File: config.mk
export PLATFORM = sky130hd
export DESIGN_NAME = gcpl_out_skid
export DESIGN_NICKNAME = d
export VERILOG_FILES = /design/src/rtl/gcpl_pkg.sv /design/src/rtl/gcpl_out_skid.sv
export SDC_FILE = /design/constraint.sdc
export NUM_CORES = 1
export LEC_CHECK = 0
export BUFFER_PORTS_ARGS = -buffer_cell sky130_fd_sc_hd__buf_4
export CAP_MARGIN = 20
export CORE_MARGIN = 5
export CORE_UTILIZATION = 40
export CTS_CLUSTER_DIAMETER = 150
export DETAILED_ROUTE_END_ITERATION = 10
export HOLD_SLACK_MARGIN = 0.12
export PLACE_DENSITY_LB_ADDON = 0.15
export SKIP_LAST_GASP = 1
export SLEW_MARGIN = 5
export SYNTH_ARGS = -nofsm -noshare
export SYNTH_HDL_FRONTEND = slang
export SYNTH_SLANG_ARGS = --single-unit
export TNS_END_PERCENT = 10
File: constraint.sdc
create_clock -name aclk -period 7.6 [get_ports aclk]
set_input_delay 0.76 -clock aclk [delete_from_list [all_inputs] [get_ports aclk]]
set_output_delay 0.76 -clock aclk [all_outputs]
set_load 0.02 [all_outputs]
File: src/rtl/gcpl_pkg.sv
// Shared constants, angle table and stage types for the grid cell polar lookup core.
package gcpl_pkg;

    localparam int COORD_W           = 10;    // cell_x / cell_y width
    localparam int COORD_HALF_MAX    = 512;   // largest usable grid half width
    localparam int CORDIC_STAGES_DEF = 16;
    localparam int ANG_TABLE_LEN     = 24;
    localparam int PRE_SHIFT         = 24;    // offsets are scaled by 2^24 before rotation
    localparam int ANG_W             = 32;    // internal binary angle, 2^32 = one turn
    localparam int BEAR_W            = 16;
    localparam int DIST_W            = 32;
    localparam int SIZE_W            = 16;
    localparam int HALF_W            = 10;
    localparam int H_W               = 14;    // range check width, covers half limits up to 4096
    localparam int SQ_W              = 19;    // square of one offset, at most 2^18
    localparam int R2_W              = 20;    // x^2 + y^2, at most 2^19
    localparam int SSQ_W             = 2 * SIZE_W;
    localparam int N_W               = 52;    // cell_size^2 * r2 < 2^51
    localparam int RW                = N_W + 1;
    localparam int Q_W               = 26;    // floor(sqrt(n)) < 2^26
    localparam int SQRT_LAT          = Q_W + 3;  // sum, multiply, one stage per root bit, round
    localparam int CX_W              = COORD_W + 1;
    localparam int CW                = CX_W + PRE_SHIFT + 2;
    localparam int CFG_IDX_W         = 4;
    localparam int CFG_DATA_W        = 16;
    localparam int S_TDATA_W         = 24;
    localparam int M_TDATA_W         = DIST_W + BEAR_W;

    localparam logic [CFG_IDX_W-1:0] REG_CELL_SIZE   = CFG_IDX_W'(0);
    localparam logic [CFG_IDX_W-1:0] REG_HALF_EXTENT = CFG_IDX_W'(1);

    localparam logic [SIZE_W-1:0] CELL_SIZE_RST   = SIZE_W'(256);
    localparam logic [HALF_W-1:0] HALF_EXTENT_RST = HALF_W'(512);

    localparam logic [ANG_W-1:0] ANG_HALF_PI2 = ANG_W'(1) << (ANG_W - 1);        // pi
    localparam logic [ANG_W-1:0] BEAR_RND     = ANG_W'(1) << (ANG_W - BEAR_W - 1);

    // atan(2^-i) in units of 2^-32 turn
    localparam logic [ANG_W-1:0] ANG_STEP [ANG_TABLE_LEN] = '{
        32'd536870912, 32'd316933406, 32'd167458907, 32'd85004756,
        32'd42667331,  32'd21354465,  32'd10679838,  32'd5340245,
        32'd2670163,   32'd1335087,   32'd667544,    32'd333772,
        32'd166886,    32'd83443,     32'd41722,     32'd20861,
        32'd10430,     32'd5215,      32'd2608,      32'd1304,
        32'd652,       32'd326,       32'd163,       32'd81
    };

    typedef struct packed {
        logic             valid;
        logic             ok;
        logic [SQ_W-1:0]  xsq;
        logic [SQ_W-1:0]  ysq;
        logic [SSQ_W-1:0] ssq;
    } sq_in_t;

    typedef struct packed {
        logic                   origin;
        logic signed [CX_W-1:0] x;
        logic signed [CX_W-1:0] y;
        logic [ANG_W-1:0]       z;
    } cd_in_t;

    typedef struct packed {
        logic           valid;
        logic           ok;
        logic [Q_W:0]   distance;
    } sq_out_t;

    typedef struct packed {
        logic              in_range;
        logic [BEAR_W-1:0] bearing;
        logic [DIST_W-1:0] distance;
    } res_t;

endpackage

File: src/rtl/gcpl_out_skid.sv
// Two-entry output buffer between the pipeline and the result channel.
module gcpl_out_skid import gcpl_pkg::*; (
    input  logic aclk,
    input  logic aresetn,
    input  logic in_valid,
    output logic in_ready,
    input  res_t in_data,
    output logic m_valid,
    input  logic m_ready,
    output res_t m_data
);

    logic main_valid_reg;
    logic skid_valid_reg;
    res_t main_data_reg;
    res_t skid_data_reg;
    logic pop;
    logic push;

    assign in_ready = !skid_valid_reg;
    assign push     = in_valid && !skid_valid_reg;
    assign pop      = main_valid_reg && m_ready;

    always_ff @(posedge aclk) begin
        if (!aresetn) begin
            main_valid_reg <= 1'b0;
            skid_valid_reg <= 1'b0;
        end else begin
            if (pop) begin
                if (skid_valid_reg) begin
                    skid_valid_reg <= 1'b0;
                end else begin
                    main_valid_reg <= push;
                end
            end else if (!main_valid_reg) begin
                main_valid_reg <= push;
            end else if (push) begin
                skid_valid_reg <= 1'b1;
            end
        end
    end

    always_ff @(posedge aclk) begin
        if (pop && skid_valid_reg) begin
            main_data_reg <= skid_data_reg;
        end else if (pop || !main_valid_reg) begin
            main_data_reg <= in_data;
        end
        if (push && main_valid_reg && !pop) begin
            skid_data_reg <= in_data;
        end
    end

    assign m_valid = main_valid_reg;
    assign m_data  = main_data_reg;

endmodule
Word level (Yosys, flattened, before mapping)
Cells that the tools add are included.
{"block": "classes", "n_eq_ne": 1, "muxes": 5, "bitwise": 1, "reduce_logical": 12}
{"op": "49-bit two-way mux", "n": 2}
{"op": "1-bit logical AND", "n": 5}
{"op": "1-bit zero test", "n": 3}
{"op": "1-bit two-way mux", "n": 3}
{"op": "2-bit inequality test, second input constant", "n": 1}
{"op": "2-bit AND reduction", "n": 1}
{"op": "2-bit nonzero test", "n": 1}
{"op": "2-bit OR reduction", "n": 1}
{"op": "1-bit logical OR", "n": 1}
{"op": "1-bit NOT", "n": 1}
{"block": "totals", "regBits": 100, "in_bits": 53, "wordCells": 27}

Logic depth before layout (Yosys ltp)
{"block": "depth", "word_depth": 4, "ltp_mapped": 4, "ltp_nobuf": 3}

Least setup slack after synthesis
No wires, ideal clock.
{"block": "synth_timing", "kind": "in2reg", "startpoint": "input port m_ready", "endpoint": "register skid_data_reg[0] in the netlist's numbering, enable pin", "setup_ps": 456, "arrival_ps": 4111, "required_time_ps": 7144, "setup_slack_ps": 3034, "path_stages": 3, "path_buffers": 0, "path_cell_list": "inv_1 -> nand2_1 -> nor2_1"}
{"block": "synth_between", "elab_chain_len": 3}
{"item": "start: declaration", "line_no": "gcpl_out_skid.sv:9", "source": "input logic m_ready,"}
{"item": "1-bit logical AND", "line_no": "gcpl_out_skid.sv:22", "source": "assign pop = main_valid_reg && m_ready;"}
{"item": "1-bit zero test", "line_no": "gcpl_out_skid.sv:49", "source": "if (push && main_valid_reg && !pop) begin"}
{"item": "1-bit logical AND", "line_no": "gcpl_out_skid.sv:49"}
{"item": "end signal: assignment", "line_no": "gcpl_out_skid.sv:50", "source": "skid_data_reg <= in_data;"}
{"item": "end: declaration", "line_no": "gcpl_out_skid.sv:16", "source": "res_t skid_data_reg;"}
Every way passes these cells.
A chain may end at the register's enable or synchronous reset.

Worst setup path in the final report
{"block": "layout_timing", "startpoint": "input port m_ready", "endpoint": "register main_data_reg, in the netlist m_data[42], data pin"}
{"block": "layout_between", "elab_chain_len": 3}
{"item": "1-bit logical AND", "line_no": "gcpl_out_skid.sv:22"}
{"item": "1-bit logical AND", "line_no": "gcpl_out_skid.sv:44", "source": "if (pop && skid_valid_reg) begin"}
{"item": "49-bit two-way mux", "line_no": "gcpl_out_skid.sv:44"}
{"item": "end signal: assignment", "line_no": "gcpl_out_skid.sv:45", "source": "main_data_reg <= skid_data_reg;"}
{"item": "end signal: assignment", "line_no": "gcpl_out_skid.sv:47", "source": "main_data_reg <= in_data;"}
{"item": "end: declaration", "line_no": "gcpl_out_skid.sv:15", "source": "res_t main_data_reg;"}
Every way passes these cells.

==> results by group <==
Final layout
  • Synthesis-to-finish area growth: 30.6%
  • Fin cells: just under 400
  • Most frequent cells in the layout: buf_4 (106), edfxtp_1 (98), mux2_2 (39)
  • Layout cell share with drive strength beyond 1: 0.611
  • Most common cell after layout, fill and taps aside: buf_4
  • Final Net Count: approximately 330
  • FILL cells: roughly 750
  • ANT cells: 0

Global routing
  • Largest net degree at the start of global routing: 50
  • GRT Total Usage: 0.124
  • Vias in the first global route: 1916
  • First-pass GRT wire length: approximately 10000 um
  • GR Overflow Total: 0
  • Initial antenna violation count: 0

Critical path
  • Kind of critical path: in2reg
  • Critical-path cell list: buf_4 > nand3_2 > buf_4 > mux2_4
  • Critical path depth: 4
  • Arrival @ worst endpoint: 2250 ps
  • Largest fanout on the critical path: 25
  • Top cell by count, worst path: buf_4
  • Crit. End Element: register
  • Reg-to-reg slack, setup: 5450 ps
  • Slowest CP cell: nand3_2
  • Worst r2r src: m_valid$_SDFFE_PN0P_
  • CP top delay family: buffers and inverters
  • Worst Path Required: 7700 ps
  • Worst R2R End: m_data[42]$_DFFE_PP_
  • Worst path bufs/invs: 2
  • Crit path to: m_data[42]$_DFFE_PP_
  • Worst R2R Path Depth: 3
  • Origin of the worst setup path: m_ready
  • Startpoint types: input pin
  • CP max stage delay: 540 ps

Place
  • Setup WS pre-CTS: ~5000 ps
  • HPWL after DPL: 4470 um
  • Port bufs: around 100
  • Gpl congestion: 0.696
  • Cells after DPL: 378

Route
  • DR pass1 iterations: 4
  • Via count: 1861
  • Vias per std cell: roughly 4.7
  • Final antenna-violating net count: 0
  • Routed wire length: between 6000 and 7000 um
  • 1st-iter DRT viols: 58
  • Wire per inst: 17.0 um
  • DRC: 0

CTS
  • # Post-CTS Setup Buffers: 0
  • # hold bufs at CTS: 0
  • Clock-pin slew on the worst setup and hold paths: roughly 90 ps
  • CTS sink count: 100
  • H-tree depth: 3
  • CTS tree: built
  • Clk_lat worst skew: around 350 ps
  • PostCTS Resize Cnt: 0
  • Max clock buf depth: 2
  • CTS Buf Count: 9
  • Clock root cell: clkbuf_8

Yosys
  • Seq cells post-synth: 100
  • Post-Syn Area: between 3000 and 4000 um^2
  • Distinct cells, synth: 13
  • Synth warnings: 0
  • Synthesized net count: 219
  • Syn_area_per_cell: 22.1 um^2
  • Sequential fraction of the synthesis area: 0.813
  • Syn Inst Count: between 150 and 200

STA
  • Final Critical Period: approximately 2200 ps
  • Total negative slack: 0 ps
  • Final Setup Violations: 0
  • Slew Limit Fails: 0
  • Hold Vio Cnt, Final: 0
  • Slew HR: 0.539
  • Peak Freq: around 460 MHz
  • Final hold slack: between 500 and 600 ps
  • Unrepaired setup endpoints after global routing: false
  • Worst Tran Pin Value: between 600 and 700 ps
  • Final Cycle Share: 0.283
  • PnR worst setup slack: between 5000 and 6000 ps
  • Layout Skew: 9.52 ps

Die
  • Die height: 106 um
  • Site Rows: 35
  • Die Wd: around 110 um
  • Core area: 9110 um^2
  • Die area: between 10000 and 15000 um^2
  • Initial cell density of the core: 0.403
  • Io pins: around 100

Power and ir drop
  • Comb pwr share: 0.100
  • P_int: slightly below 900 uW
  • Clock power share: 0.325
  • Sequential power share: 0.576
  • LEAKAGE: between 1.5 and 2 nW
  • Pwr dens: approximately 230 nW/um^2
  • Final Total Pwr: around 1.1 mW
  • Sw Share: 0.217
  • Max VDD drop: ~110 uV
  • Sw power: 243 uW

Min path
  • HP Class: reg2reg

Run
  • Number of max-cap violations: 0

Outcome
  • Status: complete, no violations
## worst min-delay path by stage
stage                                      startpoint  cells past startpoint                     endpoint
final                     skid_data_reg[37]$_DFFE_PP_                      1         m_data[37]$_DFFE_PP_
after global routing                       in_data[6]                      1   skid_data_reg[6]$_DFFE_PP_
after CTS                 skid_data_reg[41]$_DFFE_PP_                      1         m_data[41]$_DFFE_PP_
after detailed placement  skid_data_reg[33]$_DFFE_PP_                      1         m_data[33]$_DFFE_PP_
after global placement    skid_data_reg[43]$_DFFE_PP_                      1         m_data[43]$_DFFE_PP_
after floorplan           skid_valid_reg$_SDFFE_PP0P_                      2  skid_valid_reg$_SDFFE_PP0P_
## cell usage after synthesis
cell      instances  area, um^2
buf_6             2        22.5
nand3_2           1        10.0
dfxtp_1           2        40.0
inv_1             2        7.51
a21boi_0          1        7.51
edfxtp_1         98        2940
buf_2             3        15.0
nor2_1            2        7.51
mux2_4           10         150
a21oi_1           1        5.00
nand2_1           4        15.0
o21ai_0           1        5.00
mux2_2           39         439
## logic make-up after synthesis
kind of cell	count (synthesis)	synth area share
AO/OA/AOI/OAI	3	0.00477
buffers and inverters	7	0.0123
AND/OR/NAND/NOR	7	0.00887
flip-flops	100	0.813
multiplexers	49	0.161
## cell type report
type                    instances  area [um^2]  area share
clock buffers                   9          124      0.0259
clock inverters                 7         91.3      0.0191
inverters                       2         7.51     0.00157
multi-input cells              59          649       0.136
flip-flops and latches        100         2980       0.623
well taps                     111          139      0.0290
repair buffers                106          796       0.166
## metrics by stage
step	utilization	area, um^2
floorplan	-	3670
global placement	0.502	4570
detailed placement	0.502	4570
CTS	0.526	4790
global route	0.526	4790
finish	0.526	4790
## metal layers
metal	up-vias	global-route usage	wire length, um
met4	0	0.0500	112
met2	65	0.183	3090
met1	910	0.167	2980
met3	11	0.0441	524
li1	875	-	-
met5	-	0	0
## power groups by stage
stage          Combinational, mW  Sequential [mW]  Clock [mW]
6_report                   0.111            0.645       0.363
5_1_grt                    0.119            0.648       0.403
3_3_place_gp               0.113            0.658           0
3_5_place_dp               0.114            0.658           0
4_1_cts                    0.114            0.646       0.374
2_1_floorplan             0.0244            0.684           0
Power figures use the tool's default switching activity.
