[config.mk]
export PLATFORM = sky130hd
export DESIGN_NAME = gcpl_front
export DESIGN_NICKNAME = d
export VERILOG_FILES = /design/src/rtl/gcpl_pkg.sv /design/src/rtl/gcpl_front.sv
export SDC_FILE = /design/constraint.sdc
export NUM_CORES = 1
export LEC_CHECK = 0
export ABC_AREA = 1
export BUFFER_PORTS_ARGS = -buffer_cell sky130_fd_sc_hd__buf_2
export CORE_MARGIN = 2
export CORE_UTILIZATION = 65
export CTS_CLUSTER_DIAMETER = 30
export CTS_CLUSTER_SIZE = 24
export DETAILED_ROUTE_END_ITERATION = 8
export PLACE_DENSITY = 0.88
export SLEW_MARGIN = 0
export SYNTH_ARGS = -nofsm -noshare
export SYNTH_HDL_FRONTEND = slang
export SYNTH_SLANG_ARGS = --single-unit
export TNS_END_PERCENT = 10
[constraint.sdc]
create_clock -name aclk -period 9.21 [get_ports aclk]
set_input_delay 1.3815 -clock aclk [delete_from_list [all_inputs] [get_ports aclk]]
set_output_delay 1.3815 -clock aclk [all_outputs]
set_load 0.05 [all_outputs]
[src/rtl/gcpl_pkg.sv]
// Shared constants, angle table and stage types for the grid cell polar lookup core.
package gcpl_pkg;

    localparam int COORD_W           = 10;    // cell_x / cell_y width
    localparam int COORD_HALF_MAX    = 512;   // largest usable grid half width
    localparam int CORDIC_STAGES_DEF = 16;
    localparam int ANG_TABLE_LEN     = 24;
    localparam int PRE_SHIFT         = 24;    // offsets are scaled by 2^24 before rotation
    localparam int ANG_W             = 32;    // internal binary angle, 2^32 = one turn
    localparam int BEAR_W            = 16;
    localparam int DIST_W            = 32;
    localparam int SIZE_W            = 16;
    localparam int HALF_W            = 10;
    localparam int H_W               = 14;    // range check width, covers half limits up to 4096
    localparam int SQ_W              = 19;    // square of one offset, at most 2^18
    localparam int R2_W              = 20;    // x^2 + y^2, at most 2^19
    localparam int SSQ_W             = 2 * SIZE_W;
    localparam int N_W               = 52;    // cell_size^2 * r2 < 2^51
    localparam int RW                = N_W + 1;
    localparam int Q_W               = 26;    // floor(sqrt(n)) < 2^26
    localparam int SQRT_LAT          = Q_W + 3;  // sum, multiply, one stage per root bit, round
    localparam int CX_W              = COORD_W + 1;
    localparam int CW                = CX_W + PRE_SHIFT + 2;
    localparam int CFG_IDX_W         = 4;
    localparam int CFG_DATA_W        = 16;
    localparam int S_TDATA_W         = 24;
    localparam int M_TDATA_W         = DIST_W + BEAR_W;

    localparam logic [CFG_IDX_W-1:0] REG_CELL_SIZE   = CFG_IDX_W'(0);
    localparam logic [CFG_IDX_W-1:0] REG_HALF_EXTENT = CFG_IDX_W'(1);

    localparam logic [SIZE_W-1:0] CELL_SIZE_RST   = SIZE_W'(256);
    localparam logic [HALF_W-1:0] HALF_EXTENT_RST = HALF_W'(512);

    localparam logic [ANG_W-1:0] ANG_HALF_PI2 = ANG_W'(1) << (ANG_W - 1);        // pi
    localparam logic [ANG_W-1:0] BEAR_RND     = ANG_W'(1) << (ANG_W - BEAR_W - 1);

    // atan(2^-i) in units of 2^-32 turn
    localparam logic [ANG_W-1:0] ANG_STEP [ANG_TABLE_LEN] = '{
        32'd536870912, 32'd316933406, 32'd167458907, 32'd85004756,
        32'd42667331,  32'd21354465,  32'd10679838,  32'd5340245,
        32'd2670163,   32'd1335087,   32'd667544,    32'd333772,
        32'd166886,    32'd83443,     32'd41722,     32'd20861,
        32'd10430,     32'd5215,      32'd2608,      32'd1304,
        32'd652,       32'd326,       32'd163,       32'd81
    };

    typedef struct packed {
        logic             valid;
        logic             ok;
        logic [SQ_W-1:0]  xsq;
        logic [SQ_W-1:0]  ysq;
        logic [SSQ_W-1:0] ssq;
    } sq_in_t;

    typedef struct packed {
        logic                   origin;
        logic signed [CX_W-1:0] x;
        logic signed [CX_W-1:0] y;
        logic [ANG_W-1:0]       z;
    } cd_in_t;

    typedef struct packed {
        logic           valid;
        logic           ok;
        logic [Q_W:0]   distance;
    } sq_out_t;

    typedef struct packed {
        logic              in_range;
        logic [BEAR_W-1:0] bearing;
        logic [DIST_W-1:0] distance;
    } res_t;

endpackage

[src/rtl/gcpl_front.sv]
// Entry stage: squares, range check and CORDIC pre-rotation.
module gcpl_front import gcpl_pkg::*; (
    input  logic                      aclk,
    input  logic                      aresetn,
    input  logic                      en,
    input  logic                      in_valid,
    input  logic signed [COORD_W-1:0] cell_x,
    input  logic signed [COORD_W-1:0] cell_y,
    input  logic [SIZE_W-1:0]         cell_size,
    input  logic [HALF_W-1:0]         half_extent,
    output sq_in_t                    sq_out,
    output cd_in_t                    cd_out
);

    logic signed [2*COORD_W-1:0] xsq_full;
    logic signed [2*COORD_W-1:0] ysq_full;
    logic signed [H_W-1:0]       h_lim;
    logic signed [H_W-1:0]       x_ext;
    logic signed [H_W-1:0]       y_ext;
    logic signed [CX_W-1:0]      x_wide;
    logic signed [CX_W-1:0]      y_wide;
    logic                        x_neg;
    sq_in_t                      sq_next;
    cd_in_t                      cd_next;
    sq_in_t                      sq_reg;
    cd_in_t                      cd_reg;

    assign xsq_full = cell_x * cell_x;
    assign ysq_full = cell_y * cell_y;

    assign h_lim = (H_W'(half_extent) > H_W'(COORD_HALF_MAX)) ? H_W'(COORD_HALF_MAX)
                                                              : H_W'(half_extent);
    assign x_ext = {{(H_W-COORD_W){cell_x[COORD_W-1]}}, cell_x};
    assign y_ext = {{(H_W-COORD_W){cell_y[COORD_W-1]}}, cell_y};

    assign x_wide = {cell_x[COORD_W-1], cell_x};
    assign y_wide = {cell_y[COORD_W-1], cell_y};
    assign x_neg  = cell_x[COORD_W-1];

    always_comb begin
        sq_next.valid = in_valid;
        sq_next.ok    = (x_ext >= -h_lim) && (x_ext <= h_lim - H_W'(1))
                     && (y_ext >= -h_lim) && (y_ext <= h_lim - H_W'(1));
        sq_next.xsq   = xsq_full[SQ_W-1:0];
        sq_next.ysq   = ysq_full[SQ_W-1:0];
        sq_next.ssq   = cell_size * cell_size;

        // left half plane: rotate by pi first
        cd_next.origin = (cell_x == '0) && (cell_y == '0);
        cd_next.x      = x_neg ? -x_wide : x_wide;
        cd_next.y      = x_neg ? -y_wide : y_wide;
        cd_next.z      = x_neg ? ANG_HALF_PI2 : '0;
    end

    always_ff @(posedge aclk) begin
        if (!aresetn) begin
            sq_reg.valid <= 1'b0;
        end else if (en) begin
            sq_reg.valid <= sq_next.valid;
        end
        if (en) begin
            sq_reg.ok  <= sq_next.ok;
            sq_reg.xsq <= sq_next.xsq;
            sq_reg.ysq <= sq_next.ysq;
            sq_reg.ssq <= sq_next.ssq;
            cd_reg     <= cd_next;
        end
    end

    assign sq_out = sq_reg;
    assign cd_out = cd_reg;

endmodule

# == After elaboration in Yosys (flattened, before gate mapping) ==
# Index checks and enable logic that the tools add are counted.
# totals
reg_bits,127
in_bits,50
out_inout_bits,127
elab_cells,32
# classes
addsub,4
mul,3
magnitude_cmp,5
n_mux,4
n_reduce_logical,6
# ops
cell,n
10-bit by 10-bit multiplier with 19-bit output,2
16-bit by 16-bit multiplier with 32-bit output,1
32-bit two-way mux,1
10-bit by 14-bit greater-or-equal comparator with 1-bit output,2
10-bit by 11-bit <= comparator with 1-bit output,2
10-bit negator with 11-bit output,2
10-bit logical NOT,2
10-bit negator with 14-bit output,1
11-bit two-way mux,1
"10-bit by 1-bit subtractor with 11-bit output, second input constant",1
"10-bit > comparator, second input constant",1
10-bit two-way mux,1
9-bit two-way mux,1
1-bit logical AND,4

# == Depth between registers and ports, before layout ==
# depth
depth_word,7
mapped_depth,29
mapped_depth_nobuf,27

# == Worst setup path after synthesis ==
# No wires, ideal clock.
# synth_path
path_type,input to register
start,input port cell_size[3]
end,register sq_reg (netlist bit sq_out[28]) (data pin)
setup_ns,0.253
arrival_ns,6.199
required_time_ns,8.957
path_slack_ns,2.758
stages,23
path_buffers,2
cell_sequence,clkbuf_1 clkbuf_1 nand2_1 fa_1 inv_1 fa_1 inv_1 fa_1 inv_1 fa_1 fa_1 inv_1 fa_1 inv_1 ha_1 nand2_2 nor2_1 inv_1 nor2_2 and3_1 nand2_1 nand4_1 nand2_1
# synth_rtl
element,line_no,text
"start, declared",gcpl_front.sv:9,"input logic [SIZE_W-1:0] cell_size,"
"end, declared",gcpl_front.sv:25,sq_in_t sq_reg;

==> results.json <==
{
  "status": "complete, no violations",
  "totalWireLength_um": 46000,
  "vias": 15478,
  "synth_warnings": 0,
  "timing.rr.start": "sq_out[71]",
  "grt_pass1_wl_um": 77100,
  "relSlewSlack": 0.515,
  "start_util": 0.660,
  "routed_via_density": 5.48,
  "drc_errors": 0,
  "ctsHoldBuffers": 0,
  "fp.dieW_um": 177,
  "min_from": "sq_out[71]",
  "cts_tree": "yes",
  "n_antenna_cell": 0,
  "max_slew.worst_pin.slew_ns": 0.727,
  "detail-route-antenna-nets": 0,
  "worstPathMaxFanout": 16,
  "placed_cell_area_mm2": 0.0204,
  "rsz0062_at_grt": "false",
  "rrSetupSlack_ns": 8.50,
  "synthArstFlopShare": 0,
  "critPathMaxStageDelay_ns": 0.58,
  "synth_edf_count": 90,
  "crit_chain": "buf_2, nand2_1, fa_1, inv_1, fa_1, inv_1, fa_1, inv_1, fa_1, fa_1, inv_1, fa_1, inv_1, ha_1, nand2_1, inv_1, a21boi_1, nand3_1, nand3_1, nand2_1, nand2_1, nand2_1",
  "hpwl_um": 38200,
  "die_area_mm2": 0.0315,
  "stdcell_area_mm2": 0.0207,
  "fin_ws_ns": 2.77,
  "fin_tns_setup_ns": 0,
  "hold_depth": 2,
  "clock_sinks": 91,
  "postCtsSetupRepairBufs": 0,
  "rr_worst_depth": 2,
  "cts.clk_slew.worst_paths_ns": 0.08,
  "syn_inst": 2331,
  "overflow": 0,
  "dp_slack_ns": 2.43,
  "required_ns": 9.33,
  "grt_pass1_vias": 17024,
  "critical_path_depth": 22,
  "place_congestion": 0.933,
  "htree_levels": 3,
  "drive_gt1_frac": 0.0826,
  "pin_count": 177,
  "clockBufferDepth": 2,
  "synth_ff_type": "edfxtp_1",
  "clock_skew_ns": 0,
  "insertion_delay_ns": 0.36,
  "antenna_found_initial": 0,
  "period_needed_ns": 6.44,
  "final_nets": 3041,
  "finalSetupViolCount": 0,
  "startpoint": "cell_size[9]",
  "hold_class": "register to register",
  "drt_first_iter_violations": 1157,
  "critPathTopFamily": "adder cells",
  "critPathArrivalTime_ns": 6.57,
  "routedWlPerCell_um": 16.3,
  "worstSetupPathType": "input pin to register",
  "max_freq_mhz": 155,
  "critPathLaunchType": "input pin",
  "placed_cells": 2807,
  "critPathBufInv": 7,
  "grt_max_degree": 53,
  "maxSlewViolCount": 0,
  "fillers": 2243,
  "core_mm2": 0.0296,
  "firstDrtPassIters": 5,
  "rows": 63,
  "crit_slowest_cell": "fa_1",
  "period_share": 0.700,
  "syn_area_per_cell_um2": 8.39,
  "grt_use_total": 0.310,
  "post_layout_nonfiller_instances": 2823,
  "ys_seq_area_frac": 0.139,
  "ys_ff_latch": 91,
  "endpoint_kind": "register",
  "hold_viol_final": 0,
  "syn_area_mm2": 0.0196,
  "ys_types": 48,
  "cts_buffers": 9,
  "fp.dieH_um": 177,
  "max_cap_viol_count": 0,
  "area_growth_pct": 5.85,
  "io_buffers": 142,
  "cts.root.buffer_cell": "clkbuf_16",
  "cts_resized": 0
}
metal layers:
layer | wire [µm] | track usage
met3 | 3210 | 0.0401
met1 | 16900 | 0.363
met4 | 2820 | 0.195
met2 | 23100 | 0.538
met5 | 0 | 0
registers in the layout (all words and copies together) (netlist names):
register and cells:
cd_out 22, sq_out 69
worst paths after layout:
path / end
worst min register to register: sq_out[71]
worst max-delay path: sq_out[31]
worst max register to register: sq_out[71]
worst min-delay path: sq_out[71]
placed cells by master, fill, tap and decap left out, types with 22 or more instances in the layout:
master,netlist,final
a21oi_1,81,81
buf_2,3,141
inv_1,602,602
conb_1,1,35
nand2_1,485,485
xnor2_1,22,22
o21ai_0,30,30
ha_1,249,249
fa_1,314,314
xor2_1,63,63
nand3_1,63,63
nor2_1,112,112
edfxtp_1,90,90
layout make-up:
| type | instances | area, µm² | share of cell area |
|---|---|---|---|
| Clock buffer | 9 | 225 | 0.0109 |
| Timing Repair Buffer | 143 | 721 | 0.0348 |
| Inverter | 615 | 2310 | 0.112 |
| Tap cell | 390 | 488 | 0.0236 |
| Sequential cell | 91 | 2720 | 0.132 |
| Clock inverter | 7 | 63.8 | 0.00308 |
| Multi-Input combinational cell | 1568 | 14200 | 0.685 |
cells in the mapped netlist, types with 2 or more instances:
cell type / count / area (µm²)
o2111ai_1: 2 / 17.5
edfxtp_1: 90 / 2700
o31ai_1: 3 / 22.5
a21boi_1: 2 / 15.0
buf_2: 3 / 15.0
o21a_1: 4 / 30.0
inv_2: 12 / 45.0
a21oi_1: 81 / 405
a31oi_1: 2 / 12.5
ha_1: 249 / 3120
inv_1: 602 / 2260
o211ai_1: 2 / 15.0
o21bai_1: 9 / 67.6
buf_4: 36 / 270
buf_1: 3 / 11.3
nand2_2: 7 / 43.8
nor2_1: 112 / 420
clkbuf_1: 49 / 184
nor3_2: 2 / 20.0
nor3_1: 17 / 85.1
o21ai_0: 30 / 150
nand3b_1: 4 / 30.0
fa_1: 314 / 6290
nor2_2: 7 / 43.8
nand3_1: 63 / 315
a21o_1: 5 / 37.5
a21oi_2: 2 / 17.5
xor2_1: 63 / 552
nand2_1: 485 / 1820
nor2_4: 3 / 33.8
xnor2_1: 22 / 193
and2_1: 3 / 18.8
and3_1: 2 / 12.5
nand4_1: 16 / 100
nor4_1: 4 / 25.0
o21ai_1: 6 / 30.0
or2_2: 4 / 25.0
kinds of logic after synthesis:
kind of cell	after synthesis	share of synthesized area
flops	91	0.139
xor+xnor	87	0.0397
simple gates	732	0.154
buf+inv	706	0.143
compound gates	151	0.0432
other cells	1	0.000192
fa+ha+maj	563	0.481
through the flow:
step,hold WS (ns),util
floorplan,0.753,-
global placement,0.514,0.689
detailed placement,0.602,0.689
CTS,0.617,0.699
global route,0.652,0.699
finish,0.615,0.699
worst min-delay path, cell delays in order, from the launching register on:
cell and delay, ns:
dfxtp_1 0.34, o21ai_0 0.11, a21oi_1 0.12
Power is not shown: default switching activity piles up to over one toggle a cycle in this logic, so the estimate is an artifact.
