`config.mk`:
```
export PLATFORM = sky130hd
export DESIGN_NAME = gcpl_sqrt
export DESIGN_NICKNAME = d
export VERILOG_FILES = /design/src/rtl/gcpl_pkg.sv /design/src/rtl/gcpl_sqrt.sv
export SDC_FILE = /design/constraint.sdc
export NUM_CORES = 2
export LEC_CHECK = 0
export ABC_AREA = 0
export BUFFER_PORTS_ARGS = -buffer_cell sky130_fd_sc_hd__buf_2
export CAP_MARGIN = 40
export CELL_PAD_IN_SITES_DETAIL_PLACEMENT = 0
export CELL_PAD_IN_SITES_GLOBAL_PLACEMENT = 2
export CORE_MARGIN = 2
export CORE_UTILIZATION = 48
export DETAILED_ROUTE_END_ITERATION = 6
export PLACE_DENSITY_LB_ADDON = 0.3
export SKIP_LAST_GASP = 1
export SLEW_MARGIN = 15
export SYNTH_ARGS = -nofsm -noshare
export SYNTH_HDL_FRONTEND = slang
export SYNTH_SLANG_ARGS = --single-unit
```
`constraint.sdc`:
```
create_clock -name aclk -period 14.4 [get_ports aclk]
set_input_delay 4.32 -clock aclk [delete_from_list [all_inputs] [get_ports aclk]]
set_output_delay 4.32 -clock aclk [all_outputs]
set_load 0.005 [all_outputs]
```
`src/rtl/gcpl_pkg.sv`:
```
// Shared constants, angle table and stage types for the grid cell polar lookup core.
package gcpl_pkg;

    localparam int COORD_W           = 10;    // cell_x / cell_y width
    localparam int COORD_HALF_MAX    = 512;   // largest usable grid half width
    localparam int CORDIC_STAGES_DEF = 16;
    localparam int ANG_TABLE_LEN     = 24;
    localparam int PRE_SHIFT         = 24;    // offsets are scaled by 2^24 before rotation
    localparam int ANG_W             = 32;    // internal binary angle, 2^32 = one turn
    localparam int BEAR_W            = 16;
    localparam int DIST_W            = 32;
    localparam int SIZE_W            = 16;
    localparam int HALF_W            = 10;
    localparam int H_W               = 14;    // range check width, covers half limits up to 4096
    localparam int SQ_W              = 19;    // square of one offset, at most 2^18
    localparam int R2_W              = 20;    // x^2 + y^2, at most 2^19
    localparam int SSQ_W             = 2 * SIZE_W;
    localparam int N_W               = 52;    // cell_size^2 * r2 < 2^51
    localparam int RW                = N_W + 1;
    localparam int Q_W               = 26;    // floor(sqrt(n)) < 2^26
    localparam int SQRT_LAT          = Q_W + 3;  // sum, multiply, one stage per root bit, round
    localparam int CX_W              = COORD_W + 1;
    localparam int CW                = CX_W + PRE_SHIFT + 2;
    localparam int CFG_IDX_W         = 4;
    localparam int CFG_DATA_W        = 16;
    localparam int S_TDATA_W         = 24;
    localparam int M_TDATA_W         = DIST_W + BEAR_W;

    localparam logic [CFG_IDX_W-1:0] REG_CELL_SIZE   = CFG_IDX_W'(0);
    localparam logic [CFG_IDX_W-1:0] REG_HALF_EXTENT = CFG_IDX_W'(1);

    localparam logic [SIZE_W-1:0] CELL_SIZE_RST   = SIZE_W'(256);
    localparam logic [HALF_W-1:0] HALF_EXTENT_RST = HALF_W'(512);

    localparam logic [ANG_W-1:0] ANG_HALF_PI2 = ANG_W'(1) << (ANG_W - 1);        // pi
    localparam logic [ANG_W-1:0] BEAR_RND     = ANG_W'(1) << (ANG_W - BEAR_W - 1);

    // atan(2^-i) in units of 2^-32 turn
    localparam logic [ANG_W-1:0] ANG_STEP [ANG_TABLE_LEN] = '{
        32'd536870912, 32'd316933406, 32'd167458907, 32'd85004756,
        32'd42667331,  32'd21354465,  32'd10679838,  32'd5340245,
        32'd2670163,   32'd1335087,   32'd667544,    32'd333772,
        32'd166886,    32'd83443,     32'd41722,     32'd20861,
        32'd10430,     32'd5215,      32'd2608,      32'd1304,
        32'd652,       32'd326,       32'd163,       32'd81
    };

    typedef struct packed {
        logic             valid;
        logic             ok;
        logic [SQ_W-1:0]  xsq;
        logic [SQ_W-1:0]  ysq;
        logic [SSQ_W-1:0] ssq;
    } sq_in_t;

    typedef struct packed {
        logic                   origin;
        logic signed [CX_W-1:0] x;
        logic signed [CX_W-1:0] y;
        logic [ANG_W-1:0]       z;
    } cd_in_t;

    typedef struct packed {
        logic           valid;
        logic           ok;
        logic [Q_W:0]   distance;
    } sq_out_t;

    typedef struct packed {
        logic              in_range;
        logic [BEAR_W-1:0] bearing;
        logic [DIST_W-1:0] distance;
    } res_t;

endpackage

```
`src/rtl/gcpl_sqrt.sv`:
```
// Distance path: r^2 * s^2 followed by a one-bit-per-stage rounded square root.
module gcpl_sqrt import gcpl_pkg::*; (
    input  logic    aclk,
    input  logic    aresetn,
    input  logic    en,
    input  sq_in_t  sq_in,
    output sq_out_t sq_out
);

    logic [SQRT_LAT-1:0] valid_reg;
    logic [SQRT_LAT-1:0] ok_reg;
    logic [R2_W-1:0]     r2_reg;
    logic [SSQ_W-1:0]    ssq_reg;
    logic [N_W-1:0]      n_next;
    logic [N_W-1:0]      n_reg;
    logic [N_W-1:0]      rem_reg [Q_W];
    logic [Q_W-1:0]      q_reg   [Q_W];
    logic                rnd;
    logic [Q_W:0]        dist_next;
    logic [Q_W:0]        dist_reg;

    always_ff @(posedge aclk) begin
        if (!aresetn) begin
            valid_reg <= '0;
        end else if (en) begin
            valid_reg <= {valid_reg[SQRT_LAT-2:0], sq_in.valid};
        end
    end

    assign n_next = ssq_reg * r2_reg;

    always_ff @(posedge aclk) begin
        if (en) begin
            ok_reg  <= {ok_reg[SQRT_LAT-2:0], sq_in.ok};
            r2_reg  <= R2_W'(sq_in.xsq) + R2_W'(sq_in.ysq);
            ssq_reg <= sq_in.ssq;
            n_reg   <= n_next;
        end
    end

    // restoring square root, most significant root bit first
    for (genvar k = 0; k < Q_W; k++) begin : g_bit
        localparam int B = Q_W - 1 - k;
        logic [N_W-1:0] rem_in;
        logic [Q_W-1:0] q_in;
        logic [RW-1:0]  d;
        logic           take;

        if (k == 0) begin : g_first
            assign rem_in = n_reg;
            assign q_in   = '0;
        end else begin : g_rest
            assign rem_in = rem_reg[k-1];
            assign q_in   = q_reg[k-1];
        end

        // (q + 2^B)^2 - q^2
        assign d    = (RW'(q_in) << (B + 1)) + (RW'(1) << (2 * B));
        assign take = ({1'b0, rem_in} >= d);

        always_ff @(posedge aclk) begin
            if (en) begin
                rem_reg[k] <= take ? N_W'({1'b0, rem_in} - d) : rem_in;
                q_reg[k]   <= take ? (q_in | (Q_W'(1) << B)) : q_in;
            end
        end
    end

    // round to nearest: remainder above the root means the upper neighbor is closer
    assign rnd       = rem_reg[Q_W-1] > N_W'(q_reg[Q_W-1]);
    assign dist_next = {1'b0, q_reg[Q_W-1]} + (Q_W+1)'(rnd);

    always_ff @(posedge aclk) begin
        if (en) begin
            dist_reg <= dist_next;
        end
    end

    assign sq_out.valid    = valid_reg[SQRT_LAT-1];
    assign sq_out.ok       = ok_reg[SQRT_LAT-1];
    assign sq_out.distance = dist_reg;

endmodule

```
# Word-level counts from Yosys, hierarchy flattened
# Memories as Yosys holds them, arrays and structs flattened.
# Cells that the tools add are included.
# W data, S select, Z words.
# classes
add_sub_neg,53
mul,1
magnitude_cmp,27
mux,54
# op_table
cell,count
$mux W52,26
$add A51 B49 Y52 const B,1
$ge A52 B28 Y1,1
$ge A52 B29 Y1,1
$ge A52 B30 Y1,1
$ge A52 B31 Y1,1
$ge A52 B32 Y1,1
$ge A52 B33 Y1,1
$ge A52 B34 Y1,1
$ge A52 B35 Y1,1
$ge A52 B36 Y1,1
$ge A52 B37 Y1,1
$ge A52 B38 Y1,1
$ge A52 B39 Y1,1
$ge A52 B40 Y1,1
$ge A52 B41 Y1,1
$ge A52 B42 Y1,1
$ge A52 B43 Y1,1
$ge A52 B44 Y1,1
$ge A52 B45 Y1,1
$ge A52 B46 Y1,1
$ge A52 B47 Y1,1
$ge A52 B48 Y1,1
$ge A52 B49 Y1,1
other kinds (84),86
# totals
register_bits,189
ram_bits,2028
wordCells,143
n_memories,2
# memory_table
memory,depth,word_bits,read_ports,rd_clocked_by_memory_dff,wr,line_no,text
rem_reg,26,52,26,0,26,gcpl_sqrt.sv:16,logic [N_W-1:0] rem_reg [Q_W];
q_reg,26,26,26,0,26,gcpl_sqrt.sv:17,logic [Q_W-1:0] q_reg [Q_W];

# Logic depth before layout (Yosys ltp)
# An unclocked memory read counts as a cell.
# depth
word_depth,4
depth_mapped,27
depth_no_buf,25

# Worst setup path before layout
# Ideal clock, no wire load.
# synth_path
kind,reg-to-reg
startpoint,register r2_reg[10]
endpoint,"register n_reg[46] (netlist: g_bit[0].rem_in[46]), data pin"
setup_time_ns,0.264
t_arrival_ns,6.672
required_ns,14.136
setup_slack_ns,7.464
stages_incl_launch_ff,25
path_buffers,2
path_cell_list,edfxtp_1 clkbuf_1 and2_1 fa_1 inv_1 fa_1 fa_1 inv_1 fa_1 fa_1 fa_1 inv_1 fa_1 inv_1 ha_1 clkbuf_1 nand4_1 o31a_1 a31o_2 a32oi_1 a31o_2 a21oi_1 o21ai_0 a41oi_1 xnor2_1
# synth_via
elab_chain_len,1
# synth_rtl
item,line_no,text
"start, declared",gcpl_sqrt.sv:12,logic [R2_W-1:0] r2_reg;
"start signal, assigned",gcpl_sqrt.sv:35,r2_reg <= R2_W'(sq_in.xsq) + R2_W'(sq_in.ysq);
$mul A32 B20 Y52,gcpl_sqrt.sv:30,assign n_next = ssq_reg * r2_reg;
via n_next[46],gcpl_sqrt.sv:14,logic [N_W-1:0] n_next;
"end signal, assigned",gcpl_sqrt.sv:37,n_reg <= n_next;
"end, declared",gcpl_sqrt.sv:15,logic [N_W-1:0] n_reg;
# The timed path passes the listed nets, and every way through them passes these cells.
# A chain may end at the register's enable or synchronous reset.

# Final worst setup path
# layout_path
startpoint,register r2_reg[17]
endpoint,"register n_reg[46] (netlist: g_bit[0].rem_in[46]), data pin"
# Same word-level chain as after synthesis.

==> metrics <==
Hold Vio Cnt, Final=0; predominant post-synthesis flop cell=edfxtp_1; largest net degree at the start of global routing=196; top cells by area, synth=edfxtp_1, fa_1, ha_1; largest family of logic cells by synthesized area=adder cells; complex-gate fraction of the synthesized area=8.257%; skew final=0.06999 ns; GP Congestion=0.9058; die area=233,100 µm²; XOR/XNOR Fraction of Synth Area=5.405%; Worst-Margin Slew=1.145 ns; post-synthesis sequential area ratio=51.37%; Setup CP Type=register to register; FF-to-FF Start=r2_reg[17]$_DFFE_PP_; critical path startpoint=r2_reg[17]$_DFFE_PP_; I/O pin count=104; first-pass GRT wire length=417,100 µm; top cell type's share of synthesized area=50.84%; via count=69,745; Initial Util=48.32%; fill count=19,594; Synth Area in Adders=16.41%; synthesized area=110,000 µm²; CP Capture Type=register; met1 WL=111,400 µm; RSZ-0062 raised after global routing=false; worst-case clock buffer depth=3; DRT antenna net count=0; I/O Buffers=103; Vias per Instance=5.487; fraction of layout cells with a size suffix above 1=6.618%; area leader, netlist=edfxtp_1; CP max-delay cell=edfxtp_1; crit-path max FO=21; CTS H-tree depth=4; min-delay worst type=register to register; post_cts resized=0; CTS Hold Bufs=0; routed wire length on met2=135,700 µm; initial antenna violation count=3; Rel. slew slack=23.70%; total clock sinks=1,892; Syn Nets=10,591; Area growth syn-to-layout=10.34%; Max Slew Vio Count=0; fmax=126.7 MHz; total grt overflow=0; cell repeated most along the worst path=fa_1; Period minus WS final=7.895 ns; vias in the first global route=70,222; Startpoint Class=register; Met3 Wirelength=10,340 µm; multiplexer share of the synthesized area=0.8631%; Avg WL per Cell=21.20 µm; top sig layer=met5; Post-CTS Setup Repair Bufs=0; Post-Syn Instances=9,395; CTS buffer count=197; row cnt=175; Reg clk slew, reported paths=0.06 ns; DR DRC count=0; Sum Neg Setup Slack=0 ns; nets=10,729; Core ar.=227,700 µm²; Routed WL=269,500 µm; Syn. warnings=0; TritonRoute pass-1 iters=6; Seq cells post-synth=1,892; die width=482.8 µm; Post-synth EDFFs=1,863; Worst-Skew Late Latency=0.88 ns; Root Driver=clkbuf_16; Crit path required time=14.97 ns; ys async rst share=0%; synthesized-area fraction occupied by and/or/nand/nor cells=13.04%; die height=482.8 µm; Hold Startpoint=rem_reg[0][572]$_DFFE_PP_; CTS tree=done; status=finished, final reports clean; crit share post-route=54.83%; final setup fails=0; Distinct cells, synth=95; max_cap viols=0; max FFs per register=1,352; DP HPWL=209,400 µm; cell family with most CP delay=adder cells; Arr. time, crit path=8.47 ns; WP buf/inv=3; max incr delay on CP=0.87 ns; GRT Total Usage=23.27%; drt first-iter violations=5,036; Post-Syn Area per Cell=11.71 µm²; CP Cell Sequence=buf_6 -> and2_1 -> fa_1 -> fa_1 -> fa_1 -> fa_1 -> fa_1 -> fa_1 -> inv_1 -> fa_1 -> inv_1 -> ha_1 -> nand4_1 -> nor4_1 -> nor2b_1 -> a32oi_1 -> a31o_2 -> a21oi_1 -> o21ai_0 -> a41oi_1 -> xnor2_1
synthesized netlist by cell type, types with 17 or more instances:
library cell	instances
a21o_1	171
xnor2_1	375
ha_1	584
nor3_1	209
o21ai_0	384
nand4_1	114
and2_1	318
nand3_1	146
fa_1	537
or4_1	43
dfxtp_1	29
nor4b_1	32
mux2i_1	36
or3_1	87
nand3b_1	33
a21boi_0	22
xor2_1	304
o21a_1	93
o211ai_1	36
nor2b_1	87
nand2_1	853
buf_2	17
and3_1	37
or2_2	31
o31ai_1	48
a211oi_1	42
edfxtp_1	1863
a21oi_1	409
nand2b_1	84
mux2_2	46
inv_1	1074
clkbuf_1	233
nor2_1	459
nand4b_1	20
nor4_1	221
a31oi_1	29
o21bai_1	38
cells by family after synthesis:
group,Yosys count
AOI/OAI and AO/OA,1441
DFF,1892
xor gates and xnor gates,679
and+or+nand+nor,2828
buffers and inverters,1346
adders and majority gates,1121
muxes,88
layer usage:
layer	GRT usage, %	vias to the layer above
met4	9.822	2
met2	40.38	1438
met5	0	-
met3	2.703	442
li1	-	33441
met1	29.51	34422
layout make-up:
class	count	area (µm²)	share of cell area, %
Sequential cell	1892	56520	46.56
Clock buffer	221	5020	4.135
Timing Repair Buffer	210	1841	1.516
Inverter	1075	4035	3.324
Tap cell	3009	3765	3.101
Clock inverter	146	1783	1.469
Antenna cell	2	5.005	0.004122
Multi-Input combinational cell	6157	48430	39.89
stage by stage:
| step | hold WS (ns) | std cells | utilization [%] | worst slack (ns) | cell area (µm²) |
|---|---|---|---|---|---|
| floorplan | 0.4003 | 9395 | - | 7.464 | 110000 |
| global placement | 0.4018 | 12285 | 49.95 | 6.327 | 113800 |
| CTS | 0.3973 | 12704 | 53.28 | 6.509 | 121300 |
| detailed placement | 0.4045 | 12337 | 50.29 | 6.537 | 114500 |
| global route | 0.4066 | 12711 | 53.31 | 6.029 | 121400 |
| finish | 0.4096 | 12712 | 53.31 | 6.505 | 121400 |
cells in the final DEF, fill, tap and decap left out, types with 44 or more instances in the layout:
master	count
fa_1	537
nand4_1	114
a21o_1	171
and2_1	317
o21ai_0	384
nand3_1	146
buf_2	107
nor2_1	459
mux2_2	46
nand2b_1	84
clkbuf_16	197
nor3_1	207
nand2_1	853
a21oi_1	408
edfxtp_1	1863
o21a_1	93
xor2_1	304
xnor2_1	375
or3_1	87
o31ai_1	48
nor2b_1	87
buf_4	44
inv_1	1074
ha_1	584
nor4_1	221
path summary, 6_finish.rpt:
| check | endpoint | slack (ns) | cells after the start |
|---|---|---|---|
| max | g_bit[0].rem_in[46]$_DFFE_PP_ | 6.50 | 21 |
| min | rem_reg[0][624]$_DFFE_PP_ | 0.41 | 0 |
| max reg2reg | g_bit[0].rem_in[46]$_DFFE_PP_ | 6.50 | 21 |
| min reg2reg | rem_reg[0][624]$_DFFE_PP_ | 0.41 | 0 |
Power is left out: the tool's default activity adds up to more than one toggle a clock period on the data nets, which glitch-free logic cannot reach.
