**src/rtl/gcpl_pkg.sv**
```systemverilog
// Shared constants, angle table and stage types for the grid cell polar lookup core.
package gcpl_pkg;

    localparam int COORD_W           = 10;    // cell_x / cell_y width
    localparam int COORD_HALF_MAX    = 512;   // largest usable grid half width
    localparam int CORDIC_STAGES_DEF = 16;
    localparam int ANG_TABLE_LEN     = 24;
    localparam int PRE_SHIFT         = 24;    // offsets are scaled by 2^24 before rotation
    localparam int ANG_W             = 32;    // internal binary angle, 2^32 = one turn
    localparam int BEAR_W            = 16;
    localparam int DIST_W            = 32;
    localparam int SIZE_W            = 16;
    localparam int HALF_W            = 10;
    localparam int H_W               = 14;    // range check width, covers half limits up to 4096
    localparam int SQ_W              = 19;    // square of one offset, at most 2^18
    localparam int R2_W              = 20;    // x^2 + y^2, at most 2^19
    localparam int SSQ_W             = 2 * SIZE_W;
    localparam int N_W               = 52;    // cell_size^2 * r2 < 2^51
    localparam int RW                = N_W + 1;
    localparam int Q_W               = 26;    // floor(sqrt(n)) < 2^26
    localparam int SQRT_LAT          = Q_W + 3;  // sum, multiply, one stage per root bit, round
    localparam int CX_W              = COORD_W + 1;
    localparam int CW                = CX_W + PRE_SHIFT + 2;
    localparam int CFG_IDX_W         = 4;
    localparam int CFG_DATA_W        = 16;
    localparam int S_TDATA_W         = 24;
    localparam int M_TDATA_W         = DIST_W + BEAR_W;

    localparam logic [CFG_IDX_W-1:0] REG_CELL_SIZE   = CFG_IDX_W'(0);
    localparam logic [CFG_IDX_W-1:0] REG_HALF_EXTENT = CFG_IDX_W'(1);

    localparam logic [SIZE_W-1:0] CELL_SIZE_RST   = SIZE_W'(256);
    localparam logic [HALF_W-1:0] HALF_EXTENT_RST = HALF_W'(512);

    localparam logic [ANG_W-1:0] ANG_HALF_PI2 = ANG_W'(1) << (ANG_W - 1);        // pi
    localparam logic [ANG_W-1:0] BEAR_RND     = ANG_W'(1) << (ANG_W - BEAR_W - 1);

    // atan(2^-i) in units of 2^-32 turn
    localparam logic [ANG_W-1:0] ANG_STEP [ANG_TABLE_LEN] = '{
        32'd536870912, 32'd316933406, 32'd167458907, 32'd85004756,
        32'd42667331,  32'd21354465,  32'd10679838,  32'd5340245,
        32'd2670163,   32'd1335087,   32'd667544,    32'd333772,
        32'd166886,    32'd83443,     32'd41722,     32'd20861,
        32'd10430,     32'd5215,      32'd2608,      32'd1304,
        32'd652,       32'd326,       32'd163,       32'd81
    };

    typedef struct packed {
        logic             valid;
        logic             ok;
        logic [SQ_W-1:0]  xsq;
        logic [SQ_W-1:0]  ysq;
        logic [SSQ_W-1:0] ssq;
    } sq_in_t;

    typedef struct packed {
        logic                   origin;
        logic signed [CX_W-1:0] x;
        logic signed [CX_W-1:0] y;
        logic [ANG_W-1:0]       z;
    } cd_in_t;

    typedef struct packed {
        logic           valid;
        logic           ok;
        logic [Q_W:0]   distance;
    } sq_out_t;

    typedef struct packed {
        logic              in_range;
        logic [BEAR_W-1:0] bearing;
        logic [DIST_W-1:0] distance;
    } res_t;

endpackage

```
**src/rtl/gcpl_cordic.sv**
```systemverilog
// Bearing path: pipelined vectoring CORDIC, rounding to 16 bits, delay to match the distance path.
module gcpl_cordic import gcpl_pkg::*; #(
    parameter int STAGES = CORDIC_STAGES_DEF
) (
    input  logic              aclk,
    input  logic              en,
    input  cd_in_t            cd_in,
    output logic [BEAR_W-1:0] bearing
);

    localparam int DLY = SQRT_LAT - STAGES;

    logic signed [CW-1:0] x_reg [STAGES];
    logic signed [CW-1:0] y_reg [STAGES];
    logic [ANG_W-1:0]     z_reg [STAGES];
    logic [STAGES-1:0]    org_reg;
    logic [ANG_W-1:0]     z_rnd;
    logic [BEAR_W-1:0]    bear_next;
    logic [BEAR_W-1:0]    b_reg [DLY];

    for (genvar i = 0; i < STAGES; i++) begin : g_stage
        logic signed [CW-1:0] x_in;
        logic signed [CW-1:0] y_in;
        logic signed [CW-1:0] xs;
        logic signed [CW-1:0] ys;
        logic [ANG_W-1:0]     z_in;
        logic                 org_in;
        logic                 y_pos;

        if (i == 0) begin : g_first
            assign x_in   = {{(CW-CX_W-PRE_SHIFT){cd_in.x[CX_W-1]}}, cd_in.x,
                             {PRE_SHIFT{1'b0}}};
            assign y_in   = {{(CW-CX_W-PRE_SHIFT){cd_in.y[CX_W-1]}}, cd_in.y,
                             {PRE_SHIFT{1'b0}}};
            assign z_in   = cd_in.z;
            assign org_in = cd_in.origin;
        end else begin : g_rest
            assign x_in   = x_reg[i-1];
            assign y_in   = y_reg[i-1];
            assign z_in   = z_reg[i-1];
            assign org_in = org_reg[i-1];
        end

        assign xs    = x_in >>> i;
        assign ys    = y_in >>> i;
        assign y_pos = !y_in[CW-1] && (y_in != '0);

        always_ff @(posedge aclk) begin
            if (en) begin
                if (y_pos) begin
                    x_reg[i] <= x_in + ys;
                    y_reg[i] <= y_in - xs;
                    z_reg[i] <= z_in + ANG_STEP[i];
                end else begin
                    x_reg[i] <= x_in - ys;
                    y_reg[i] <= y_in + xs;
                    z_reg[i] <= z_in - ANG_STEP[i];
                end
                org_reg[i] <= org_in;
            end
        end
    end

    assign z_rnd     = z_reg[STAGES-1] + BEAR_RND;
    assign bear_next = org_reg[STAGES-1] ? '0 : z_rnd[ANG_W-1:ANG_W-BEAR_W];

    always_ff @(posedge aclk) begin
        if (en) begin
            b_reg[0] <= bear_next;
            for (int j = 1; j < DLY; j++) begin
                b_reg[j] <= b_reg[j-1];
            end
        end
    end

    assign bearing = b_reg[DLY-1];

endmodule

```
**config.mk**
```make
export PLATFORM = sky130hd
export DESIGN_NAME = gcpl_cordic
export DESIGN_NICKNAME = d
export VERILOG_FILES = /design/src/rtl/gcpl_pkg.sv /design/src/rtl/gcpl_cordic.sv
export SDC_FILE = /design/constraint.sdc
export NUM_CORES = 2
export LEC_CHECK = 0
export BUFFER_PORTS_ARGS = -buffer_cell sky130_fd_sc_hd__buf_2
export CORE_ASPECT_RATIO = 1.4
export CORE_MARGIN = 2
export CORE_UTILIZATION = 45
export DETAILED_ROUTE_END_ITERATION = 6
export GPL_ROUTABILITY_DRIVEN = 0
export PLACE_DENSITY = 0.69
export SKIP_CTS_REPAIR_TIMING = 1
export SYNTH_ARGS = -nofsm -noshare
export SYNTH_HDL_FRONTEND = slang
export SYNTH_SLANG_ARGS = --single-unit
```
**constraint.sdc**
```tcl
create_clock -name aclk -period 6.8 [get_ports aclk]
set_input_delay 1.36 -clock aclk [delete_from_list [all_inputs] [get_ports aclk]]
set_output_delay 1.36 -clock aclk [all_outputs]
set_load 0.05 [all_outputs]
```
# Yosys cells after proc, flatten, opt, wreduce, memory -nomap -nowiden
# Memory sizes are Yosys's and may differ from the RTL's.
# Cells that the tools add are included.
# word_totals
regBits,16
latch_bits,0
mem_bits_rw,1904
rom_bits,0
inputBits,57
n_memories,4
# classes
addsub,96
mul,0
div,0
n_lt_le_gt_ge,0
eq_ne,0
shift,0
muxes,147
n_bitwise,48
reduce_logical,48
# mem_list
memory,depth,word_bits,read_ports,rd_ports_with_merged_regs,wr,line,source
x_reg,16,37,15,0,16,gcpl_cordic.sv:13,logic signed [CW-1:0] x_reg [STAGES];
y_reg,16,37,15,0,16,gcpl_cordic.sv:14,logic signed [CW-1:0] y_reg [STAGES];
z_reg,16,32,16,0,16,gcpl_cordic.sv:15,logic [ANG_W-1:0] z_reg [STAGES];
b_reg,13,16,13,0,13,gcpl_cordic.sv:19,logic [BEAR_W-1:0] b_reg [DLY];
# ops
cell,n
2-to-1 mux 37 bit,32
nonzero test 37 bit,16
2-to-1 mux 32 bit,16
2-to-1 mux 1 bit,98
adder 37 x 22 -> 37 bit,2
adder 37 x 23 -> 37 bit,2
adder 37 x 24 -> 37 bit,2
adder 37 x 25 -> 37 bit,2
adder 37 x 26 -> 37 bit,2
adder 37 x 27 -> 37 bit,2
adder 37 x 28 -> 37 bit,2
adder 37 x 29 -> 37 bit,2
adder 37 x 30 -> 37 bit,2
adder 37 x 31 -> 37 bit,2
adder 37 x 32 -> 37 bit,2
adder 37 x 33 -> 37 bit,2
adder 37 x 34 -> 37 bit,2
adder 37 x 35 -> 37 bit,2
adder 37 x 36 -> 37 bit,2
subtractor 37 x 22 -> 37 bit,2
subtractor 37 x 23 -> 37 bit,2
subtractor 37 x 24 -> 37 bit,2
subtractor 37 x 25 -> 37 bit,2
subtractor 37 x 26 -> 37 bit,2
other kinds (48),137

# Longest topological paths before layout
# An unclocked memory read counts as a cell.
# logic_depth
word_depth,7
depth_mapped,29
ltp_nobuf,26

# Worst setup path before layout
# OpenSTA, ideal clock, no wires.
# synth_timing
kind,in2reg
startpoint,input en
endpoint,"memory z_reg[8][30], in the netlist z_reg[1][30], data pin"
t_arrival_ns,6.248
required_time_ns,6.542
path_slack_ns,0.295
stages,20
n_path_buf,3
path_cell_list,clkbuf_1 -> clkinv_1 -> clkbuf_1 -> nor2_1 -> o21ai_1 -> clkinv_1 -> buf_1 -> ha_1 -> a21o_1 -> a21oi_1 -> o21ai_0 -> and3_1 -> o31a_1 -> o31a_1 -> o41ai_1 -> o211ai_1 -> a31oi_1 -> o21ai_0 -> a21oi_1 -> xnor2_1
# synth_lines
element,line,source
from (decl),gcpl_cordic.sv:6,"input logic en,"
to (decl),gcpl_cordic.sv:15,

==> results.sh <==
export IMPL_io_pins=73
export IMPL_ys_ff_latch=1547
export IMPL_layout_drive_gt1_share_pct=6.433
export IMPL_cts_buffers=172
export IMPL_die_x_um=433.5
export IMPL_max_freq_ghz=0.1537
export IMPL_final_area_um2=128200
export IMPL_synth_nets=12840
export IMPL_grt_pass1_wl_mm=462.6
export IMPL_placementRows=220
export IMPL_final_setup_worst_slack_ns=0.2930
export IMPL_fill_cells=22620
export IMPL_areaGrowthSynthToFinish_pct=10.30
export IMPL_grt_max_degree=172
export IMPL_hold_class="flip-flop to flip-flop"
export IMPL_reg2reg_depth=23
export IMPL_r2r_end="y_reg[1][146]"
export IMPL_drt_wl_total_mm=295.7
export IMPL_fp_dieH_um=605.2
export IMPL_worstSetupPathType="flip-flop to flip-flop"
export IMPL_dpl_hpwl_mm=232.1
export IMPL_synthesis_area_um2=116200
export IMPL_placed_area_um2=122400
export IMPL_synth_cells=11490
export IMPL_cts_sinks=1547
export IMPL_htree_levels=4
export IMPL_start_kind="flip-flop"
export IMPL_hold_path_end="b_reg[0][115]"
export IMPL_largest_reg_flops=497
export IMPL_ys_flop_type="edfxtp_1"
export IMPL_grt_pass1_vias=90230
export IMPL_avgViaCountPerCell=5.774
export IMPL_path_clk_slew_ns=0.06
export IMPL_synth_edf_count=1547
export IMPL_seq_area_frac_synth_pct=39.98
export IMPL_root_buffer="clkbuf_16"
export IMPL_ant_nets=0
export IMPL_period_share_pct=95.69
export IMPL_grt_use_total_pct=21.95
export IMPL_regArea_um2=46450
export IMPL_end_kind="flip-flop"
export IMPL_arrival_ns=7.11
export IMPL_nNetsFinal=13170
export IMPL_numPortBuffers=72
export IMPL_drc=0
export IMPL_fp_dieArea_um2=262300
export IMPL_cap_violations=0
export IMPL_synth_distinct_cells=102
export IMPL_required_ns=7.40
export IMPL_r2r_start="y_reg[1][85]"
export IMPL_fin_crit_ns=6.507
export IMPL_hold_depth=0
export IMPL_syn_area_per_cell_um2=10.11
export IMPL_maxSlewViolCount=0
export IMPL_antenna_found_initial=2
export IMPL_hold_start="b_reg[0][99]"
export IMPL_ys_warn_count=0
export IMPL_final_hold_violation_count=0
export IMPL_core_area_um2=256500
export IMPL_post_drt_wl_per_cell_um=19.21
export IMPL_clkLatencyLatePin_ns=0.88
export IMPL_relSlewSlack_pct=10.57
export IMPL_finalClockSkew_ns=0.08352
export IMPL_dp_slack_ns=-0.1158
export IMPL_dr_first_iter_drc_count=4964
export IMPL_status="finished clean"
export IMPL_yosysTopAreaCellShare_pct=39.98
export IMPL_setup_viol=0
export IMPL_vias=88900
export IMPL_synth_async_sr_flop_share_pct=0
export IMPL_cts_buffer_depth=4
export IMPL_multi_input_area_um2=67440
export IMPL_reg2reg_slack_ns=0.29
export IMPL_initial_utilization_pct=45.29
export IMPL_firstDrtPassIters=6
export IMPL_cp_max_fo=22
export IMPL_hold_slack_ns=0.4055
export IMPL_yosys_top_cells_area="edfxtp_1, ha_1, xnor2_1"
export IMPL_cts_tree="built"
export IMPL_worstMarginPinSlew_ns=1.329
export IMPL_yosys_area_top_type="edfxtp_1"
export IMPL_grt_remaining_overflow=0
export IMPL_final_core_util_pct=49.96
[worst max-delay path: stages (launching register included)]
cell      delay [ns]
edfxtp_1        0.46
or4_1           0.59
nand2b_1        0.20
or3_1           0.53
nor3_2          0.24
nand2_1         0.09
or4_1           0.46
a21oi_2         0.24
a21oi_4         0.15
buf_4           0.29
o31ai_1         0.10
xnor2_1         0.21
ha_1            0.32
a21o_1          0.21
o41ai_1         0.48
o31a_1          0.21
o21ai_0         0.22
a211oi_1        0.27
buf_4           0.20
o21ai_0         0.13
a41oi_1         0.33
a21oi_1         0.12
nor2_1          0.15
xnor2_1         0.10
[cell type report]
class                   instances  share of cell area (%)
repair buffers                340                   1.966
clock buffers                 205                   3.488
well taps                    3441                   3.359
inverters                     485                   1.422
flip-flops and latches       1547                   36.25
multi-input cells            9279                   52.62
diodes                          1                0.001952
clock inverters                98                  0.8942
[routing by layer]
metal  share of wire (%)  track usage, %  vias to the layer above  wire length, µm
met5              0.0047               0                        -               14
met4                  10           19.47                        2            30110
met3                 3.9           3.199                     1252            11540
met2                  53           42.04                     2420           155600
met1                  33           19.72                    41790            98420
li1                    -               -                    43440                -
[how the worst max path moves through the flow]
stage	from	to	slack [ns]	cells past startpoint
global placement	y_reg[1][48]	x_reg[1][110]	-0.01	27
finish	y_reg[1][85]	y_reg[1][146]	0.29	23
CTS	y_reg[1][48]	x_reg[1][110]	-0.12	27
global route	y_reg[1][165]	x_reg[1][221]	-0.08	26
detailed placement	y_reg[1][48]	x_reg[1][110]	-0.12	27
floorplan	en	z_reg[1][30]	0.29	20
[logic make-up after synthesis]
logic type,Yosys count,synth area share [%]
flops,1547,39.98
buf+inv,664,2.212
xor+xnor,1672,12.60
compound gates,3342,18.28
mux,56,0.5373
simple gates,2921,12.28
fa+ha+maj,1288,14.11
[per-stage QoR]
step           TNS (ns)  std cells
2_1_floorplan         0      11490
3_3_place_gp   -0.01138      15090
3_5_place_dp    -0.1158      15090
4_1_cts         -0.1155      15390
5_1_grt         -0.1263      15400
6_report              0      15400
[placed cells by master (no fill, tap or decap), types with 23 or more instances in the layout]
master	n
a21oi_1	1057
o31ai_1	167
a21o_1	461
nor3_1	252
xnor2_1	1140
a211oi_1	73
and3_1	93
clkinv_2	23
a211o_1	40
and2_1	52
nand2_1	690
or3_1	124
mux2i_1	31
nand3_1	199
o211ai_1	40
or2_2	47
o21bai_1	155
edfxtp_1	1547
nor2b_1	162
clkinv_1	32
o41ai_1	70
a41oi_1	23
inv_1	470
xor2_1	529
a21boi_0	55
o21a_1	176
clkbuf_1	31
o21ai_0	671
or4_1	62
clkbuf_16	174
nor4_1	91
ha_1	1251
buf_4	257
nand4_1	67
a31oi_1	81
fa_1	37
buf_2	71
nor2_1	807
nand2b_1	186
[cells in the mapped netlist, drive strengths merged, types with 17 or more instances]
master and instances:
a31oi 84, or4 64, mux2i 32, nor2b 162
o21a 177, nand2b 188, xnor2 1143, a41oi 27
edfxtp 1547, a211o 40, inv 478, nor3b 22
xor2 529, nand2 690, nor3 254, a21oi 1063
nor4 99, or2 47, o21ai 694, o31ai 170
and3 93, a21o 461, o211ai 40, ha 1251
or3 126, a211oi 79, o41ai 72, buf 34
o21bai 155, and2 53, a21boi 59, clkbuf 145
nand4 67, mux2 22, a2111oi 17, nor2 807
nand3b 17, o2111ai 22, a31o 22, fa 37
nand3 199
Power is left out: the tool's default activity adds up to more than one toggle a clock period on the data nets, which glitch-free logic cannot reach.
